### config.mk
export PLATFORM = sky130hd
export DESIGN_NAME = gammatone_biquad_cascade_filter
export DESIGN_NICKNAME = d
export VERILOG_FILES = /design/src/rtl/gbcf_pkg.sv /design/src/rtl/gammatone_biquad_cascade_filter.sv /design/src/rtl/gbcf_mul.sv /design/src/rtl/gbcf_dp.sv /design/src/rtl/gbcf_ctrl.sv
export SDC_FILE = /design/constraint.sdc
export NUM_CORES = 2
export LEC_CHECK = 0
export BUFFER_PORTS_ARGS = -buffer_cell sky130_fd_sc_hd__buf_4
export CORE_MARGIN = 4
export CORE_UTILIZATION = 40
export DETAILED_ROUTE_END_ITERATION = 10
export GPL_TIMING_DRIVEN = 1
export SYNTH_ARGS = -nofsm -noshare
export SYNTH_HDL_FRONTEND = slang
export SYNTH_SLANG_ARGS = --single-unit
### constraint.sdc
create_clock -name clk -period 9.1 [get_ports clk]
set_clock_uncertainty 0.05 [all_clocks]
set_input_delay 2.275 -clock clk [delete_from_list [all_inputs] [get_ports clk]]
set_output_delay 2.275 -clock clk [all_outputs]
set_load 0.05 [all_outputs]
### src/rtl/gbcf_pkg.sv
`timescale 1ns / 1ps

package gbcf_pkg;

  localparam int SECTIONS    = 4;
  localparam int SEC_W       = $clog2(SECTIONS);
  localparam int SAMPLE_BITS = 24;
  localparam int SIG_W       = 48;
  localparam int COEF_W      = 48;
  localparam int SIG_FRAC    = 16;
  localparam int ACC_W       = 2 * COEF_W;
  localparam int PROD_SHIFT  = 40;
  localparam int HALF_W      = COEF_W / 2;
  localparam int RND_W       = SIG_W - SIG_FRAC + 1;
  localparam int SUM_W       = SIG_W + 2;
  localparam int CFG_IDX_W   = 3;

  localparam logic [SEC_W-1:0] SEC_LAST = SEC_W'(SECTIONS - 1);

  localparam logic signed [SIG_W-1:0] S48_MAX = {1'b0, {(SIG_W-1){1'b1}}};
  localparam logic signed [SIG_W-1:0] S48_MIN = {1'b1, {(SIG_W-1){1'b0}}};

  localparam logic signed [RND_W-1:0] OUT_MAX =
    {{(RND_W-SAMPLE_BITS+1){1'b0}}, {(SAMPLE_BITS-1){1'b1}}};
  localparam logic signed [RND_W-1:0] OUT_MIN = ~OUT_MAX;

  // register map
  localparam logic [CFG_IDX_W-1:0] REG_FIRST_B0 = 3'd0;
  localparam logic [CFG_IDX_W-1:0] REG_LATER_B0 = 3'd1;
  localparam logic [CFG_IDX_W-1:0] REG_S0_B1    = 3'd2;
  localparam logic [CFG_IDX_W-1:0] REG_S1_B1    = 3'd3;
  localparam logic [CFG_IDX_W-1:0] REG_S2_B1    = 3'd4;
  localparam logic [CFG_IDX_W-1:0] REG_S3_B1    = 3'd5;
  localparam logic [CFG_IDX_W-1:0] REG_FB_A1    = 3'd6;
  localparam logic [CFG_IDX_W-1:0] REG_FB_A2    = 3'd7;

  // multiply slots of one section
  typedef enum logic [1:0] {
    OP_B0X = 2'd0,
    OP_B1X = 2'd1,
    OP_A1Y = 2'd2,
    OP_A2Y = 2'd3
  } op_t;

  typedef struct packed {
    logic signed [SAMPLE_BITS-1:0] sample_in;
    logic                          block_end_in;
  } in_t;

  typedef struct packed {
    logic signed [SAMPLE_BITS-1:0] sample_out;
    logic                          block_end_out;
  } out_t;

  typedef struct packed {
    logic             load;
    logic             mul_start;
    op_t              op;
    logic [SEC_W-1:0] sec;
    logic             apply;
    logic             final_load;
  } cmd_t;

  typedef struct packed {
    logic busy;
    logic done;
  } stat_t;

  function automatic logic signed [SIG_W-1:0] sat48(input logic signed [SUM_W-1:0] v);
    logic [2:0] top;
    top = v[SUM_W-1:SIG_W-1];
    if (top == 3'b000 || top == 3'b111) begin
      return v[SIG_W-1:0];
    end
    return v[SUM_W-1] ? S48_MIN : S48_MAX;
  endfunction

endpackage

### src/rtl/gammatone_biquad_cascade_filter.sv
`timescale 1ns / 1ps

// Channel  Direction  Handshake            Payload
// in_      input      in_valid / in_stall  in_data   (gbcf_pkg::in_t)
// out_     output     out_valid/ out_stall out_data  (gbcf_pkg::out_t)
// cfg_     input      cfg_we               cfg_index, cfg_wdata (8 coefficient registers)
//
// One request is accepted, runs 16 multiplies in turn on the shared
// 24x24 partial-product multiplier (4 partial products, accumulate, saturate),
// and is then rounded into the output register.
// Reset (rst_n low, synchronous) clears coefficients and section state at once.
// The output register frees the engine; a stall on out_ only holds a finished
// result in the round step, and in_stall is high while a request is in work.

module gammatone_biquad_cascade_filter (
  input  logic                              clk,
  input  logic                              rst_n,
  input  logic                              in_valid,
  output logic                              in_stall,
  input  gbcf_pkg::in_t                     in_data,
  output logic                              out_valid,
  input  logic                              out_stall,
  output gbcf_pkg::out_t                    out_data,
  input  logic                              cfg_we,
  input  logic [gbcf_pkg::CFG_IDX_W-1:0]    cfg_index,
  input  logic [gbcf_pkg::COEF_W-1:0]       cfg_wdata
);

  gbcf_pkg::cmd_t  cmd;
  gbcf_pkg::stat_t stat;

  gbcf_ctrl u_ctrl (
    .clk       (clk),
    .rst_n     (rst_n),
    .in_valid  (in_valid),
    .in_stall  (in_stall),
    .out_valid (out_valid),
    .out_stall (out_stall),
    .stat      (stat),
    .cmd       (cmd)
  );

  gbcf_dp u_dp (
    .clk       (clk),
    .rst_n     (rst_n),
    .cmd       (cmd),
    .in_data   (in_data),
    .cfg_we    (cfg_we),
    .cfg_index (cfg_index),
    .cfg_wdata (cfg_wdata),
    .stat      (stat),
    .out_data  (out_data)
  );

endmodule

### src/rtl/gbcf_mul.sv
`timescale 1ns / 1ps

// signed 48x48 -> (p >> 40) rounded half away, saturated; one 24x24 product a cycle
module gbcf_mul (
  input  logic                                  clk,
  input  logic                                  rst_n,
  input  logic                                  start,
  input  logic signed [gbcf_pkg::COEF_W-1:0]    coef,
  input  logic signed [gbcf_pkg::SIG_W-1:0]     sig,
  output logic signed [gbcf_pkg::SIG_W-1:0]     res,
  output gbcf_pkg::stat_t                       stat
);

  localparam int CW = gbcf_pkg::COEF_W;
  localparam int HW = gbcf_pkg::HALF_W;
  localparam int AW = gbcf_pkg::ACC_W;
  localparam int MW = AW - gbcf_pkg::PROD_SHIFT;

  localparam logic [2:0] PP_STEPS = 3'd4;
  localparam logic [2:0] CNT_LAST = 3'd5;

  localparam logic [1:0] SH_0  = 2'd0;
  localparam logic [1:0] SH_24 = 2'd1;
  localparam logic [1:0] SH_48 = 2'd2;

  localparam logic [AW-1:0] RND_INIT = AW'(1) << (gbcf_pkg::PROD_SHIFT - 1);

  logic [CW-1:0]                 a_r, b_r;
  logic                          neg_r;
  logic [2:0]                    cnt_r;
  logic                          busy_r, done_r;
  logic [2*HW-1:0]               pp_r, pp_nxt;
  logic [1:0]                    sh_r, sh_nxt;
  logic                          ppv_r;
  logic [AW-1:0]                 acc_r, addend;
  logic signed [gbcf_pkg::SIG_W-1:0] res_r, res_nxt;
  logic [MW-1:0]                 mag;
  logic                          ovf;
  logic [HW-1:0]                 op_a, op_b;

  always_comb begin
    op_a   = a_r[HW-1:0];
    op_b   = b_r[HW-1:0];
    sh_nxt = SH_0;
    case (cnt_r[1:0])
      2'd0: begin
        op_a = a_r[HW-1:0];  op_b = b_r[HW-1:0];  sh_nxt = SH_0;
      end
      2'd1: begin
        op_a = a_r[HW-1:0];  op_b = b_r[CW-1:HW]; sh_nxt = SH_24;
      end
      2'd2: begin
        op_a = a_r[CW-1:HW]; op_b = b_r[HW-1:0];  sh_nxt = SH_24;
      end
      default: begin
        op_a = a_r[CW-1:HW]; op_b = b_r[CW-1:HW]; sh_nxt = SH_48;
      end
    endcase
    pp_nxt = op_a * op_b;
  end

  always_comb begin
    case (sh_r)
      SH_24:   addend = AW'(pp_r) << HW;
      SH_48:   addend = AW'(pp_r) << CW;
      default: addend = AW'(pp_r);
    endcase
  end

  assign mag = acc_r[AW-1:gbcf_pkg::PROD_SHIFT];
  assign ovf = |mag[MW-1:CW-1];

  always_comb begin
    if (neg_r) begin
      res_nxt = ovf ? gbcf_pkg::S48_MIN : -$signed(mag[CW-1:0]);
    end else begin
      res_nxt = ovf ? gbcf_pkg::S48_MAX : $signed(mag[CW-1:0]);
    end
  end

  always_ff @(posedge clk) begin
    if (!rst_n) begin
      busy_r <= 1'b0;
      done_r <= 1'b0;
      cnt_r  <= '0;
      ppv_r  <= 1'b0;
    end else begin
      done_r <= 1'b0;
      if (start) begin
        busy_r <= 1'b1;
        cnt_r  <= '0;
        ppv_r  <= 1'b0;
      end else if (busy_r) begin
        ppv_r <= (cnt_r < PP_STEPS);
        cnt_r <= cnt_r + 3'd1;
        if (cnt_r == CNT_LAST) begin
          busy_r <= 1'b0;
          done_r <= 1'b1;
        end
      end
    end
  end

  always_ff @(posedge clk) begin
    if (start) begin
      a_r   <= coef[CW-1] ? CW'(0) - coef : coef;
      b_r   <= sig[CW-1] ? CW'(0) - sig : sig;
      neg_r <= coef[CW-1] ^ sig[CW-1];
      acc_r <= RND_INIT;
    end else if (busy_r) begin
      pp_r <= pp_nxt;
      sh_r <= sh_nxt;
      if (ppv_r) begin
        acc_r <= acc_r + addend;
      end
      if (cnt_r == CNT_LAST) begin
        res_r <= res_nxt;
      end
    end
  end

  assign res       = res_r;
  assign stat.busy = busy_r;
  assign stat.done = done_r;

endmodule

### src/rtl/gbcf_dp.sv
`timescale 1ns / 1ps

module gbcf_dp (
  input  logic                                clk,
  input  logic                                rst_n,
  input  gbcf_pkg::cmd_t                      cmd,
  input  gbcf_pkg::in_t                       in_data,
  input  logic                                cfg_we,
  input  logic [gbcf_pkg::CFG_IDX_W-1:0]      cfg_index,
  input  logic [gbcf_pkg::COEF_W-1:0]         cfg_wdata,
  output gbcf_pkg::stat_t                     stat,
  output gbcf_pkg::out_t                      out_data
);

  localparam int SW = gbcf_pkg::SIG_W;
  localparam int UW = gbcf_pkg::SUM_W;
  localparam int RW = gbcf_pkg::RND_W;
  localparam int SB = gbcf_pkg::SAMPLE_BITS;

  logic signed [gbcf_pkg::COEF_W-1:0] first_b0_r, later_b0_r, a1_r, a2_r;
  logic signed [gbcf_pkg::COEF_W-1:0] b1_r [gbcf_pkg::SECTIONS];
  logic signed [SW-1:0] df_r [gbcf_pkg::SECTIONS];
  logic signed [SW-1:0] ds_r [gbcf_pkg::SECTIONS];
  logic signed [SW-1:0] x_r, y_r, p1_r;
  logic                 blk_r;
  gbcf_pkg::out_t       out_r;

  logic signed [gbcf_pkg::COEF_W-1:0] mul_coef;
  logic signed [SW-1:0] mul_sig, mul_res;
  logic signed [SW-1:0] df_sel, ds_sel;
  logic signed [UW-1:0] y_sum, df_sum, ds_sum;
  logic signed [SW:0]   rnd;
  logic signed [RW-1:0] q;
  logic signed [SB-1:0] q_sat;

  gbcf_mul u_mul (
    .clk   (clk),
    .rst_n (rst_n),
    .start (cmd.mul_start),
    .coef  (mul_coef),
    .sig   (mul_sig),
    .res   (mul_res),
    .stat  (stat)
  );

  always_comb begin
    mul_coef = a2_r;
    mul_sig  = y_r;
    case (cmd.op)
      gbcf_pkg::OP_B0X: begin
        mul_coef = (cmd.sec == '0) ? first_b0_r : later_b0_r;
        mul_sig  = x_r;
      end
      gbcf_pkg::OP_B1X: begin
        mul_coef = b1_r[cmd.sec];
        mul_sig  = x_r;
      end
      gbcf_pkg::OP_A1Y: begin
        mul_coef = a1_r;
        mul_sig  = y_r;
      end
      default: begin
        mul_coef = a2_r;
        mul_sig  = y_r;
      end
    endcase
  end

  assign df_sel = df_r[cmd.sec];
  assign ds_sel = ds_r[cmd.sec];
  assign y_sum  = UW'(mul_res) + UW'(df_sel);
  assign df_sum = UW'(p1_r) - UW'(mul_res) + UW'(ds_sel);
  assign ds_sum = UW'(0) - UW'(mul_res);

  // round to nearest integer, floor shift, clamp to sample range
  assign rnd = (SW+1)'(x_r) + (SW+1)'(1 << (gbcf_pkg::SIG_FRAC - 1));
  assign q   = rnd[SW:gbcf_pkg::SIG_FRAC];
  always_comb begin
    if (q > gbcf_pkg::OUT_MAX) begin
      q_sat = gbcf_pkg::OUT_MAX[SB-1:0];
    end else if (q < gbcf_pkg::OUT_MIN) begin
      q_sat = gbcf_pkg::OUT_MIN[SB-1:0];
    end else begin
      q_sat = q[SB-1:0];
    end
  end

  always_ff @(posedge clk) begin
    if (!rst_n) begin
      first_b0_r <= '0;
      later_b0_r <= '0;
      a1_r       <= '0;
      a2_r       <= '0;
      for (int i = 0; i < gbcf_pkg::SECTIONS; i++) begin
        b1_r[i] <= '0;
      end
    end else if (cfg_we) begin
      unique case (cfg_index)
        gbcf_pkg::REG_FIRST_B0: first_b0_r <= cfg_wdata;
        gbcf_pkg::REG_LATER_B0: later_b0_r <= cfg_wdata;
        gbcf_pkg::REG_S0_B1:    b1_r[0]    <= cfg_wdata;
        gbcf_pkg::REG_S1_B1:    b1_r[1]    <= cfg_wdata;
        gbcf_pkg::REG_S2_B1:    b1_r[2]    <= cfg_wdata;
        gbcf_pkg::REG_S3_B1:    b1_r[3]    <= cfg_wdata;
        gbcf_pkg::REG_FB_A1:    a1_r       <= cfg_wdata;
        gbcf_pkg::REG_FB_A2:    a2_r       <= cfg_wdata;
        default: ;
      endcase
    end
  end

  always_ff @(posedge clk) begin
    if (!rst_n) begin
      for (int i = 0; i < gbcf_pkg::SECTIONS; i++) begin
        df_r[i] <= '0;
        ds_r[i] <= '0;
      end
    end else if (cmd.apply) begin
      case (cmd.op)
        gbcf_pkg::OP_A1Y: df_r[cmd.sec] <= gbcf_pkg::sat48(df_sum);
        gbcf_pkg::OP_A2Y: ds_r[cmd.sec] <= gbcf_pkg::sat48(ds_sum);
        default: ;
      endcase
    end
  end

  always_ff @(posedge clk) begin
    if (cmd.load) begin
      x_r   <= SW'(in_data.sample_in) <<< gbcf_pkg::SIG_FRAC;
      blk_r <= in_data.block_end_in;
    end else if (cmd.apply) begin
      case (cmd.op)
        gbcf_pkg::OP_B0X: y_r  <= gbcf_pkg::sat48(y_sum);
        gbcf_pkg::OP_B1X: p1_r <= mul_res;
        gbcf_pkg::OP_A2Y: x_r  <= y_r;
        default: ;
      endcase
    end
    if (cmd.final_load) begin
      out_r.sample_out    <= q_sat;
      out_r.block_end_out <= blk_r;
    end
  end

  assign out_data = out_r;

endmodule

### src/rtl/gbcf_ctrl.sv
`timescale 1ns / 1ps

module gbcf_ctrl (
  input  logic            clk,
  input  logic            rst_n,
  input  logic            in_valid,
  output logic            in_stall,
  output logic            out_valid,
  input  logic            out_stall,
  input  gbcf_pkg::stat_t stat,
  output gbcf_pkg::cmd_t  cmd
);

  typedef enum logic [3:0] {
    ST_IDLE  = 4'b0001,
    ST_ISSUE = 4'b0010,
    ST_WAIT  = 4'b0100,
    ST_FINAL = 4'b1000
  } state_t;

  state_t                      state_r, state_nxt;
  gbcf_pkg::op_t               op_r, op_nxt;
  logic [gbcf_pkg::SEC_W-1:0]  sec_r, sec_nxt;
  logic                        out_valid_r, out_valid_nxt;

  always_comb begin
    cmd.load       = (state_r == ST_IDLE) && in_valid;
    cmd.mul_start  = (state_r == ST_ISSUE);
    cmd.apply      = (state_r == ST_WAIT) && stat.done;
    cmd.final_load = (state_r == ST_FINAL) && (!out_valid_r || !out_stall);
    cmd.op         = op_r;
    cmd.sec        = sec_r;
  end

  always_comb begin
    state_nxt = state_r;
    op_nxt    = op_r;
    sec_nxt   = sec_r;
    unique case (state_r)
      ST_IDLE: begin
        if (in_valid) begin
          state_nxt = ST_ISSUE;
          op_nxt    = gbcf_pkg::OP_B0X;
          sec_nxt   = '0;
        end
      end
      ST_ISSUE: state_nxt = ST_WAIT;
      ST_WAIT: begin
        if (stat.done) begin
          if (op_r != gbcf_pkg::OP_A2Y) begin
            op_nxt    = gbcf_pkg::op_t'(op_r + 2'd1);
            state_nxt = ST_ISSUE;
          end else if (sec_r != gbcf_pkg::SEC_LAST) begin
            op_nxt    = gbcf_pkg::OP_B0X;
            sec_nxt   = sec_r + gbcf_pkg::SEC_W'(1);
            state_nxt = ST_ISSUE;
          end else begin
            state_nxt = ST_FINAL;
          end
        end
      end
      ST_FINAL: begin
        if (!out_valid_r || !out_stall) begin
          state_nxt = ST_IDLE;
        end
      end
      default: state_nxt = ST_IDLE;
    endcase
  end

  always_comb begin
    out_valid_nxt = out_valid_r;
    if (cmd.final_load) begin
      out_valid_nxt = 1'b1;
    end else if (!out_stall) begin
      out_valid_nxt = 1'b0;
    end
  end

  always_ff @(posedge clk) begin
    if (!rst_n) begin
      state_r     <= ST_IDLE;
      op_r        <= gbcf_pkg::OP_B0X;
      sec_r       <= '0;
      out_valid_r <= 1'b0;
    end else begin
      state_r     <= state_nxt;
      op_r        <= op_nxt;
      sec_r       <= sec_nxt;
      out_valid_r <= out_valid_nxt;
    end
  end

  assign in_stall  = (state_r != ST_IDLE);
  assign out_valid = out_valid_r;

  a_start_free: assert property (@(posedge clk) disable iff (!rst_n)
    cmd.mul_start |-> !stat.busy && !stat.done)
    else $error("multiplier started while busy");

  a_done_in_wait: assert property (@(posedge clk) disable iff (!rst_n)
    stat.done |-> state_r == ST_WAIT)
    else $error("multiplier result arrived outside wait state");

  a_load_seq: assert property (@(posedge clk) disable iff (!rst_n)
    cmd.load |=> state_r == ST_ISSUE && op_r == gbcf_pkg::OP_B0X && sec_r == '0)
    else $error("request did not start at section zero");

  a_final_out: assert property (@(posedge clk) disable iff (!rst_n)
    cmd.final_load |=> out_valid_r && state_r == ST_IDLE)
    else $error("finished sample not presented");

endmodule

== After elaboration in Yosys (flattened, before gate mapping) ==
Memory sizes are Yosys's and may differ from the RTL's. A register that Yosys moved wholly into a read port is not among the register bits.
Index checks and enable logic that the tools add are counted.

* Mux-type cells: 105
* Bitwise logic cells: 9
* $mul: 1
* Add/subtract/negate cells: 12
* Eq/ne operators: 32
* Reductions and logical operators: 42
* $lt $le $gt $ge: 3

{| class="wikitable"
|+ Operator list
! operator !! count
|-
| $mux W48 || 29
|-
| $pmux W96 S2 || 1
|-
| $pmux W48 S3 || 1
|-
| $add A96 B96 Y96 || 1
|-
| $reduce_or A48 Y1 || 2
|-
| $sub A1 B48 Y48 const A || 2
|-
| $mux W47 || 2
|-
| $mux W24 || 3
|-
| $add A49 B48 Y50 || 1
|-
| $add A48 B17 Y49 const B || 1
|-
| $add A48 B48 Y49 || 1
|-
| $sub A1 B48 Y49 const A || 1
|-
| $sub A48 B48 Y49 || 1
|-
| $mul A24 B24 Y48 || 1
|-
| $neg A48 Y48 || 1
|-
| $mux W1 || 45
|-
| $gt A33 B24 Y1 const B || 1
|-
| $lt A33 B24 Y1 const B || 1
|-
| $mux W2 || 15
|-
| $eq A3 B3 Y1 const B || 8
|-
| $mux W4 || 5
|-
| $pmux W4 S4 || 1
|-
| $reduce_and A2 Y1 || 8
|-
| $logic_not A3 Y1 || 4
|-
| 30 further kinds || 68
|}

* Register bits: 668
* Memories kept: 3
* Bits in writable memories: 576
* Output and inout bits: 27
* Input port bits: 81

{| class="wikitable"
|+ Memory list
! memory !! words !! bits a word !! rd ports !! clocked after memory_dff !! wr ports !! RTL line !! RTL
|-
| u_dp.b1_r || 4 || 48 || 1 || 1 || 4 || gbcf_dp.sv:21 || <nowiki>logic signed [gbcf_pkg::COEF_W-1:0] b1_r [gbcf_pkg::SECTIONS];</nowiki>
|-
| u_dp.df_r || 4 || 48 || 1 || 1 || 4 || gbcf_dp.sv:22 || <nowiki>logic signed [SW-1:0] df_r [gbcf_pkg::SECTIONS];</nowiki>
|-
| u_dp.ds_r || 4 || 48 || 1 || 1 || 4 || gbcf_dp.sv:23 || <nowiki>logic signed [SW-1:0] ds_r [gbcf_pkg::SECTIONS];</nowiki>
|}

== Depth between registers and ports, before layout ==
* Word-level depth: 13
* Gate-level depth with buffers: 34
* Depth with buffers taken out: 32

== By module ==
Synthesis repeated with hierarchy kept, for this count alone.

* Cells, all modules: 8,654
* Area total of the unflattened synthesis: 87,626.5 sq um

{| class="wikitable"
|+ Modules (own cells, without submodules)
! module !! cells each !! area an instance (sq um) !! instances !! seq. area each (sq um)
|-
| gbcf_dp || 4,208 || 48,456.5 || 1 || 26,085.0
|-
| gbcf_mul || 4,379 || 38,603.3 || 1 || 7,897.6
|-
| gbcf_ctrl || 67 || 566.8 || 1 || 180.2
|}

== Worst setup path before layout ==
OpenSTA, ideal clock, no wires.

* Path kind: register to register
* Start: reg u_dp.u_mul.cnt_r[0]
* End: reg u_dp.u_mul.pp_r[44] (data pin)
* Required time: 8.786 ns
* Setup time: 0.264 ns
* Period minus slack after synthesis: 8.816 ns
* Slack: 0.284 ns
* Data arrival time: 8.502 ns
* Buffers on the path: 3
* Stages on the path, launching flop included: 32
* Cell sequence: dfxtp_1 -> inv_1 -> ha_1 -> nor2_1 -> buf_1 -> clkbuf_1 -> mux2i_1 -> clkbuf_1 -> nor2_1 -> fa_1 -> inv_1 -> fa_1 -> inv_1 -> fa_1 -> fa_1 -> fa_1 -> fa_1 -> inv_1 -> fa_1 -> inv_1 -> ha_1 -> a21o_1 -> a21o_1 -> a21o_1 -> a21o_1 -> a21oi_1 -> o21ai_0 -> a31o_2 -> a21o_1 -> a221o_1 -> a221oi_1 -> xnor2_1

* Word-level cells in the longest chain between the ends: 4
* Elaborated cells on any way between the ends: 8

{| class="wikitable"
|+ RTL lines
! what !! RTL line !! RTL
|-
| from (decl) || gbcf_mul.sv:30 || <nowiki>logic [2:0] cnt_r;</nowiki>
|-
| from (signal assigned) || gbcf_mul.sv:95 || <nowiki>cnt_r <= cnt_r + 3'd1;</nowiki>
|-
| $eq A2 B1 Y1 (tied with other cells) || gbcf_mul.sv:45 || <nowiki>case (cnt_r[1:0])</nowiki>
|-
| $reduce_or A2 Y1 (no line) || - ||
|-
| $mux W24 || gbcf_mul.sv:45 ||
|-
| $mul A24 B24 Y48 (*) || gbcf_mul.sv:59 || <nowiki>pp_nxt = op_a * op_b;</nowiki>
|-
| via u_dp.u_mul.pp_nxt[44] || gbcf_mul.sv:32 || <nowiki>logic [2*HW-1:0] pp_r, pp_nxt;</nowiki>
|-
| to (signal assigned) || gbcf_mul.sv:111 || <nowiki>pp_r <= pp_nxt;</nowiki>
|-
| to (decl) || gbcf_mul.sv:32 ||
|}

Mark *: on every way through the listed nets, which the timed path passes. The rest lies on a longest branch.
A chain may end at the register's enable or synchronous reset.

== Worst setup path in the final report ==
Same ends and word-level chain as after synthesis.

==> reports/qor.txt <==
Count of endpoints failing setup in the final report -> 0
CTS max path bufs -> 3
Register area -> 34210 µm²
Synth Area per Inst -> 9.978 µm²
Final ANT Viol Nets -> 0
# hold bufs at CTS -> 0
Chip width -> 473.6 µm
Most used cell, CP -> fa_1
Die ar. -> 224300 µm²
Final wirelength -> 277100 µm
Setup crit start kind -> flop
Maximum clock rate -> 113.6 MHz
EDFF count, synth -> 925
Vias -> 65.56k
Remaining DRCs -> 0
Post-route minimum period -> 8.803 ns
Fillers -> 20.10k
Area Overhead vs Synth -> 10.87%
Critical Path AT -> 9.28 ns
Global-route wire length before repair -> 412500 µm
M3 GR Usage -> 0.03673
Area of the core -> 215000 µm²
Worst path required time -> 9.58 ns
Post-synth ARST share -> 0
Kind of critical path -> reg -> reg
Max Cap Violations -> 0
Outcome -> completed
Yosys cell types -> 90
CTS Sinks -> 1246
Layout cells sized above 1 -> 0.09866
Total GRT Usage -> 0.2433
Critical path's largest stage delay -> 0.57 ns
Initial antenna violation count -> 17
Post-synthesis sequential area ratio -> 0.3944
Skew-Pair Late Insertion Delay -> 0.83 ns
Io pins -> 108
Relative slew margins -> 0.1741
Setup_tns -> 0 ns
Syn_nets -> 9689
Finished Layout Cells -> 11.64k
CTS HTree Levels -> 4
Row count -> 170
Grt peak-use layer -> met2
Crit path max fanout -> 19
Cells after synthesis -> 8692
Worst-path clk slew -> 0.06 ns
DRT iter0 DRCs -> 6529
Cells taking the most area after synthesis -> edfxtp_1, fa_1, dfxtp_1
Number of cells after detailed placement -> 11.36k
FF+latch count, synth -> 1246
RePlAce Congestion -> 0.9626
CTS root buffer -> clkbuf_16
Yosys warns -> 0
Slowest cell on crit path -> fa_1
M1 GR Usage -> 0.3284
CTS tree -> yes
Hold WC Path Type -> reg -> reg
Nets -> 9665
Detail Placement HPWL -> 201400 µm
Post-synth top cells -> nand2_1, edfxtp_1, inv_1, nor2_1, a21oi_1
Total gr overflow -> 0
Wire per inst -> 23.81 µm
Largest net degree at the start of global routing -> 122
Vias/cell -> 5.634
Final Hold Vio Count -> 0
Area occupied by multi-input gates -> 47710 µm²
Slew of the pin with the lowest slew margin -> 1.231 ns
Count leader, synth -> nand2_1
Vias in the first global route -> 64.67k
Final Cycle Share -> 0.9674
Crit. End Element -> flop
Top cell type's share of synthesized area -> 0.3203
Die height -> 473.6 µm
Initial Utilization -> 0.4033
Ys flop type -> edfxtp_1
Drt pass-1 iters -> 7
Total CTS buffers -> 143
Yosys top cell by area -> edfxtp_1
Met2 Track Usage GR -> 0.3937
Cell Area, Synth -> 86730 µm²
Pins over their slew limit -> 0
Buffers on Ports -> 107
-- state kept, by name (all words and copies together), names as in the netlist, 3 cells and up, named ones only --
register and count:
u_dp.b1_r 192, u_dp.out_data 25, u_dp.later_b0_r 48, u_dp.y_r 48, u_dp.u_mul.cnt_r 3, u_dp.u_mul.a_r 48
u_dp.df_r 192, u_dp.a1_r 48, u_dp.first_b0_r 48, u_dp.u_mul.pp_r 48, u_dp.x_r 48, u_dp.u_mul.acc_r 96
u_ctrl.state_r 4, u_dp.u_mul.res 48, u_dp.a2_r 48, u_dp.ds_r 192, u_dp.p1_r 48, u_dp.u_mul.b_r 48
-- final cells by class --
cell class | count | share of cell area
Antenna cell | 11 | 0.0002863
Clock buffer | 196 | 0.04194
Clock inverter | 69 | 0.008418
Inverter | 887 | 0.03468
Multi-Input combinational cell | 6082 | 0.4961
Sequential cell | 1246 | 0.3558
Tap cell | 2838 | 0.03693
Timing Repair Buffer | 308 | 0.02589
-- per-layer routing --
metal / wire [µm] / share of wire
met1: 116500 / 0.42
met2: 129000 / 0.47
met3: 19370 / 0.070
met4: 12200 / 0.044
met5: 34 / 0.00012
-- cells by family (layout without fill, tap and decap cells) --
logic type	after synthesis	count (layout)	synth area share
DFF	1246	1246	0.3944
buffers and inverters	1364	1460	0.06030
muxes	330	330	0.06055
AOI/OAI and AO/OA	1743	1743	0.1272
and+or+nand+nor	2688	2688	0.1384
other	0	11	0
xor gates and xnor gates	398	398	0.04019
adders and majority gates	923	923	0.1790
-- worst max-delay path: cells and delay by family (launching register included) --
| kind | cells | cell delay [ns] |
|---|---|---|
| buf+inv | 7 | 0.71 |
| mux | 1 | 0.39 |
| xor+xnor | 1 | 0.11 |
| flops | 1 | 0.39 |
| fa+ha+maj | 9 | 4.42 |
| simple gates | 2 | 0.29 |
| compound gates | 10 | 2.12 |
-- repair_timing --
action | in CTS | in global routing
resized for setup | 1 | 22
gates cloned | 0 | 1
buffers inserted | 0 | 2
setup endpoints to repair | 2 | 7
pin swaps | 0 | 3
-- placed cells by master, fill, tap and decap left out, types with 47 or more instances in the layout --
cell type	synthesis	final
nand4_1	76	76
edfxtp_1	925	925
o21ai_0	332	327
dfxtp_1	321	319
nand3_1	93	89
mux2_2	93	90
mux2i_1	93	80
xor2_1	167	167
fa_1	532	532
buf_4	1	290
o21bai_1	48	47
xnor2_1	231	231
and2_1	271	270
nand2_1	1178	1168
a21o_1	168	168
mux4_2	136	136
inv_1	887	884
nor3_1	107	105
a21oi_1	598	595
a22o_1	74	74
nor2_1	701	687
a21boi_0	201	201
ha_1	384	380
clkbuf_16	0	148
-- worst paths after layout --
kind,startpoint,end,slack [ns],depth (start not counted)
setup / recovery,u_dp.u_mul.cnt_r[0],u_dp.u_mul.pp_r[44],0.30,30
hold / removal,u_dp.blk_r,u_dp.out_data[0],0.35,0
setup reg to reg,u_dp.u_mul.cnt_r[0],u_dp.u_mul.pp_r[44],0.30,30
hold reg to reg,u_dp.blk_r,u_dp.out_data[0],0.35,0
-- through the flow --
step | hold WS (ns) | worst slack (ns) | cell area [µm²] | utilization
6_report | 0.3515 | 0.2966 | 96160 | 0.4472
5_1_grt | 0.3617 | -0.01752 | 96140 | 0.4471
4_1_cts | 0.3491 | 0.1343 | 95980 | 0.4463
3_5_place_dp | 0.3556 | -0.1011 | 91130 | 0.4238
3_3_place_gp | 0.3528 | -0.03976 | 91130 | 0.4238
2_1_floorplan | 0.3503 | 0.2845 | 86730 | -
Power is left out: the tool's default activity adds up to more than one toggle a clock period on the data nets, which glitch-free logic cannot reach.
